File: config.mk
export PLATFORM = sky130hd
export DESIGN_NAME = rece_alu
export DESIGN_NICKNAME = d
export VERILOG_FILES = /design/src/rece_pkg.sv /design/src/rece_alu.sv
export SDC_FILE = /design/constraint.sdc
export NUM_CORES = 1
export LEC_CHECK = 0
export ABC_CLOCK_PERIOD_IN_PS = 4600
export BUFFER_PORTS_ARGS = -buffer_cell sky130_fd_sc_hd__buf_2
export CORE_MARGIN = 5
export CORE_UTILIZATION = 41
export DETAILED_ROUTE_END_ITERATION = 8
export PLACE_DENSITY_LB_ADDON = 0.2
export SLEW_MARGIN = 30
export SYNTH_ARGS = -nofsm -noshare
export SYNTH_HDL_FRONTEND = slang
export SYNTH_SLANG_ARGS = --single-unit
File: constraint.sdc
create_clock -name vclk -period 4.6
set_input_delay 0.23 -clock vclk [all_inputs]
set_output_delay 0.23 -clock vclk [all_outputs]
set_load 0.02 [all_outputs]
File: src/rece_pkg.sv
// Shared types and constants of the routing edge congestion ledger.
// Used by the shared update unit and the top level; depends on nothing.
`default_nettype none

package rece_pkg;

   // Operation requested on one edge
   typedef enum logic [1:0] {
      MODE_ADD    = 2'd0,
      MODE_REMOVE = 2'd1,
      MODE_QUERY  = 2'd2,
      MODE_SWEEP  = 2'd3
   } mode_type;

   // Result status
   typedef enum logic [1:0] {
      ERR_OK   = 2'd0,
      ERR_EDGE = 2'd1,
      ERR_SAT  = 2'd2
   } error_type;

   // Operations of the shared update unit
   typedef enum logic [1:0] {
      ALU_NONE = 2'd0,
      ALU_INC  = 2'd1,
      ALU_DEC  = 2'd2,
      ALU_BUMP = 2'd3
   } alu_op_type;

   // Register indexes of the control port
   typedef enum logic [1:0] {
      CSR_COLUMNS = 2'd0,
      CSR_ROWS    = 2'd1,
      CSR_HCAP    = 2'd2,
      CSR_VCAP    = 2'd3
   } csr_index_type;

   localparam logic [15:0] HISTORY_MAX   = 16'hFFFF;
   localparam logic [15:0] HISTORY_RESET = 16'd1;
   localparam logic [6:0]  GRID_RESET    = 7'd64;
   localparam logic [15:0] CAP_RESET     = 16'd1;

endpackage : rece_pkg

`default_nettype wire

File: src/rece_alu.sv
// Shared update unit: one demand step or history bump on a table entry,
// plus excess before and after. Depends on rece_pkg.
`default_nettype none

module rece_alu #(
   parameter int DEMAND_BITS = 16
) (
   input  wire logic [1:0]             alu_op,
   input  wire logic [DEMAND_BITS-1:0] cur_demand,
   input  wire logic [15:0]            cur_history,
   input  wire logic [15:0]            capacity,
   output logic      [DEMAND_BITS-1:0] new_demand,
   output logic      [15:0]            new_history,
   output logic                        saturated,
   output logic [((DEMAND_BITS > 16) ? DEMAND_BITS : 16)-1:0] old_excess,
   output logic [((DEMAND_BITS > 16) ? DEMAND_BITS : 16)-1:0] new_excess
);
   import rece_pkg::*;

   localparam int EW = (DEMAND_BITS > 16) ? DEMAND_BITS : 16;

   logic [EW-1:0] cur_ext;
   logic [EW-1:0] new_ext;
   logic [EW-1:0] cap_ext;

   assign cur_ext = EW'(cur_demand);
   assign new_ext = EW'(new_demand);
   assign cap_ext = EW'(capacity);

   // demand step / history bump
   always_comb begin
      new_demand  = cur_demand;
      new_history = cur_history;
      saturated   = 1'b0;
      case (alu_op_type'(alu_op))
         ALU_INC: begin
            if (cur_demand == {DEMAND_BITS{1'b1}}) saturated = 1'b1;
            else new_demand = cur_demand + DEMAND_BITS'(1);
         end
         ALU_DEC: begin
            if (cur_demand == '0) saturated = 1'b1;
            else new_demand = cur_demand - DEMAND_BITS'(1);
         end
         ALU_BUMP: begin
            if (cur_ext > cap_ext && cur_history != HISTORY_MAX) begin
               new_history = cur_history + 16'd1;
            end
         end
         default: begin
            new_demand = cur_demand;
         end
      endcase
   end

   // demand above capacity
   assign old_excess = (cur_ext > cap_ext) ? cur_ext - cap_ext : '0;
   assign new_excess = (new_ext > cap_ext) ? new_ext - cap_ext : '0;

endmodule : rece_alu

`default_nettype wire

* Word-level counts from Yosys, hierarchy flattened
Index checks and enable logic that the tools add are counted.
Word-level totals: input port bits 50, flip-flop bits (word level) 0
Cells by class: reductions and logical operators 2, add/sub/neg operators 5, muxes and demuxes 10, equality and inequality tests 5, order comparisons 2
Operator list (count):
- $mux W16 | 6
- $add A16 B1 Y16 const B | 2
- $gt A16 B16 Y1 | 2
- $pmux W16 S2 | 1
- $sub A16 B16 Y16 | 2
- $eq A16 B16 Y1 const B | 1
- $logic_not A16 Y1 | 1
- $ne A16 B16 Y1 const B | 1
- $sub A16 B1 Y16 const B | 1
- $eq A2 B2 Y1 const B | 2
- $eq A2 B1 Y1 const B | 1
- $mux W1 | 2
- $pmux W1 S2 | 1
- $logic_and A1 B1 Y1 | 1

* Longest topological paths before layout
word-level depth 5, gate-level depth with buffers 17

* Worst setup path after synthesis
No wires, ideal clock.
path type input-to-output, start input alu_op[0], end output new_excess[11] in the netlist's numbering, slack -189 ps, stages 13, data required time 4370 ps, arrival 4559 ps, buffers on the path 1, cells stage by stage inv_1 ha_1 clkbuf_1 inv_1 nand2_1 or3_1 o311ai_0 ha_1 nand2_1 o21ai_0 or3_1 o221a_2 a2111oi_0
On the way: cells in the longest elaborated chain, start to end 4
RTL lines:
- from (decl) | line rece_alu.sv:8 | input wire logic [1:0] alu_op,
- $eq A2 B2 Y1 / $eq A2 B1 Y1 (equally long branches) | line rece_alu.sv:35 | case (alu_op_type'(alu_op))
- $pmux W16 S2 (*) | line rece_alu.sv:35
- named net new_demand[5] | line rece_alu.sv:12 | output logic [DEMAND_BITS-1:0] new_demand,
- $sub A16 B16 Y16 / $gt A16 B16 Y1 (equally long branches) | line rece_alu.sv:57 | assign new_excess = (new_ext > cap_ext) ? new_ext - cap_ext : '0;
- $mux W16 (*) | line rece_alu.sv:57
- to (decl) | line rece_alu.sv:16 | output logic [((DEMAND_BITS > 16) ? DEMAND_BITS : 16)-1:0] new_excess
Mark *: on every way through the listed nets, which the timed path passes. The rest lies on a longest branch.

* Final worst setup path
start input cur_demand[1], end output new_excess[11] in the netlist's numbering
On the way: cells in the longest elaborated chain, start to end 5
RTL lines:
- from (decl) | line rece_alu.sv:9 | input wire logic [DEMAND_BITS-1:0] cur_demand,
- $sub A16 B1 Y16 (tied with other cells) | line rece_alu.sv:42 | else new_demand = cur_demand - DEMAND_BITS'(1);
- $mux W16, on equally long branches | line rece_alu.sv:41, rece_alu.sv:37
- $pmux W16 S2 (*) | line rece_alu.sv:35
- $sub A16 B16 Y16 / $gt A16 B16 Y1 (equally long branches) | line rece_alu.sv:57
- $mux W16 (*) | line rece_alu.sv:57
Every way passes the cells marked *; elsewhere a longest branch is shown, timed or not.

==> summary.txt <==
Floorplan
  • Initial Utilization: about 42%
  • Core area: just under 8000 um2
  • Rows: 32
  • Die height: between 90 and 100 um
  • Die X: 99.6 um
  • Full die area: 9920 um2
  • IO Pins: approximately 120

CTS
  • Post-cts gate resize count: 0
  • Hold Buf Count CTS: 0
  • Setup Buffers After CTS: 0

Global route
  • All-Layer GR Usage: between 20% and 30%
  • Largest net degree at the start of global routing: 37
  • First-pass GRT wire length: roughly 19000 um
  • Total grt overflow: 0
  • Vias in the first global route: approximately 4000
  • Initial antenna violation count: 0

Pwr
  • Sw Ratio: slightly above 60%
  • Sw power: about 390 uW
  • PD cells: 158 nW/um2
  • Leakage: 0.00188 uW
  • Comb power frac: 100.0%
  • Max VDD drop: about 0.11 mV
  • Part of the power in registers: 0%
  • P_int: about 240 uW
  • Clk pwr share: 0%

STA
  • Max-slew violations: 0
  • Hold Violations, Final: 0
  • Setup TNS: 0 ns
  • Worst Tran Pin Value: between 0.9 and 1 ns
  • Post-route setup slack: 0.272 ns
  • Final min period: approximately 4.3 ns
  • Final setup viols: 0
  • RSZ-0062 raised after global routing: false
  • Period utilization: 94.1%
  • Fmax: around 230 MHz
  • Slew headroom: between 30% and 40%

Run
  • Max cap viols: 0

Final layout
  • Clock buffer cells: 0
  • Share of layout cells above drive strength 1: approximately a quarter
  • Reg area: 0 um2
  • Final #Nets: 694
  • Seq_cells: 0
  • FILL cells: between 800 and 900
  • Ant. Diodes: 0
  • Area delta synth->final: 21.2%

Yosys
  • Dominant cells by area after synthesis: ha_1 15%, xnor2_1 6.7%, nor2_1 5.5%, a21oi_1 5.3%, o21ai_0 5.3%
  • Synth unique cells: between 60 and 70
  • Post-Syn Nets: 587
  • Most used standard cell by instance count after synthesis: nor2_1
  • Synth Area per Inst: 6.64 um2
  • Share of the synthesized area in the top cell type: 14.8%
  • Cells after synthesis: about 500
  • List of most frequent post-synthesis cells: 48 x nor2_1, 39 x ha_1, 36 x nand2_1
  • Yosys warning count: 0
  • Post-Syn Area: about 3300 um2
  • Sequential-to-total area share from yosys stat: 0%
  • Synth area leader: ha_1

Detailed routing
  • Antenna Violating Nets Remaining: 0
  • Average via count per standard cell: 5.93
  • Initial DRC Count: around 180
  • DRC errors left: 0
  • Post-Route WL: about 12000 um
  • Initial DRT Pass Iterations: 5
  • Via Count: 4168
  • DR WL/cell: between 15 and 20 um

Setup path
  • Worst-path maximum fanout: 12
  • Critical Path Stages: 18
  • CP max-delay cell: or4_1
  • Critical Path AT: 4.10 ns
  • CP startpoint kind: primary input
  • Cells along the critical path: buf_2, ha_1, nand2_1, or4_1, buf_4, or2_1, nand3_1, nor3_1, a211o_1, ha_1, and4_1, o21ai_0, o21ba_1, o21a_1, o41ai_4, buf_4, a2111oi_1, buf_2
  • CP Capture Point: new_excess[11]
  • CP top delay family: simple AND/OR/NAND/NOR gates
  • CP required: between 4 and 5 ns
  • CP Capture Type: primary output
  • CP peak stage delay: roughly 0.48 ns
  • Critical path origin: cur_demand[1]
  • CP Class: primary input to primary output
  • Worst Path Buf+Inv: 4

Place
  • Worst slack, placed: approximately 0.34 ns
  • GP Congestion: ~0.9
  • Port Buf Inserts: approximately 120
  • HPWL after DPL: a little under 10000 um

Run status
  • Status: finished clean

Worst hold path
  • Worst hold path class: primary input to primary output
cell type report:
| type | count | area, um2 | share of cell area [%] |
|---|---|---|---|
| multi-input combinational | 437 | 3050 | 76.4 |
| timing repair buffer | 130 | 688 | 17.2 |
| inverter | 34 | 128 | 3.20 |
| tap | 102 | 128 | 3.20 |
metrics by stage:
| step | hold WS [ns] | total power [uW] | std cells | cell area, um2 | utilization [%] |
|---|---|---|---|---|---|
| floorplan | 0.588 | 434 | 496 | 3290 | - |
| global placement | 0.755 | 621 | 703 | 3990 | 51.4 |
| detailed placement | 0.769 | 624 | 703 | 3990 | 51.4 |
| CTS | 0.770 | 628 | 703 | 3990 | 51.4 |
| global route | 0.788 | 691 | 703 | 3990 | 51.4 |
| finish | 0.765 | 631 | 703 | 3990 | 51.4 |
worst min-delay path by stage:
stage / start / endpoint / cells past startpoint / slack (ns)
floorplan: cur_history[0] / new_history[0] / 1 / 0.59
finish: cur_history[12] / new_history[12] / 3 / 0.76
global placement: cur_history[6] / new_history[6] / 3 / 0.76
global route: cur_history[12] / new_history[12] / 3 / 0.79
CTS: cur_history[12] / new_history[12] / 3 / 0.77
detailed placement: cur_history[15] / new_history[15] / 3 / 0.77
power by group through the flow:
stage,sequential [uW],combinational [uW],clock (uW)
global placement,0,621,0
CTS,0,628,0
floorplan,0,434,0
finish,0,631,0
global route,0,691,0
detailed placement,0,624,0
cells by family after synthesis:
group	share of synthesized area, %
simple gates	32.9
buf+inv	7.45
fa+ha+maj	16.0
xor+xnor	9.05
mux	4.14
compound gates	30.4
metal layers:
layer,track usage (%),wire length [um],up-vias
li1,-,-,2054
met1,30.6,5190,1932
met2,39.7,5520,178
met3,2.31,955,4
met4,2.10,38,0
met5,0,0,-
layout by cell type, fill, tap and decap left out, types with 3 or more instances in the layout:
cell / count
ha_1: 39
nor3b_1: 7
nand2b_1: 4
a21oi_1: 35
inv_1: 33
or3_1: 7
mux2_2: 5
o31a_1: 5
a21o_1: 11
or4_1: 3
o21ai_0: 35
o22ai_1: 6
buf_4: 15
and2_1: 5
xnor2_1: 25
o21a_1: 12
buf_2: 115
o311ai_0: 3
mux2i_1: 8
nor2_1: 48
nand3_1: 9
nor4_1: 8
xor2_1: 9
a31oi_1: 3
o211ai_1: 8
nand4_1: 19
nor3_1: 20
nand2_1: 36
and3_1: 17
nor2b_1: 6
Power figures use the tool's default switching activity.
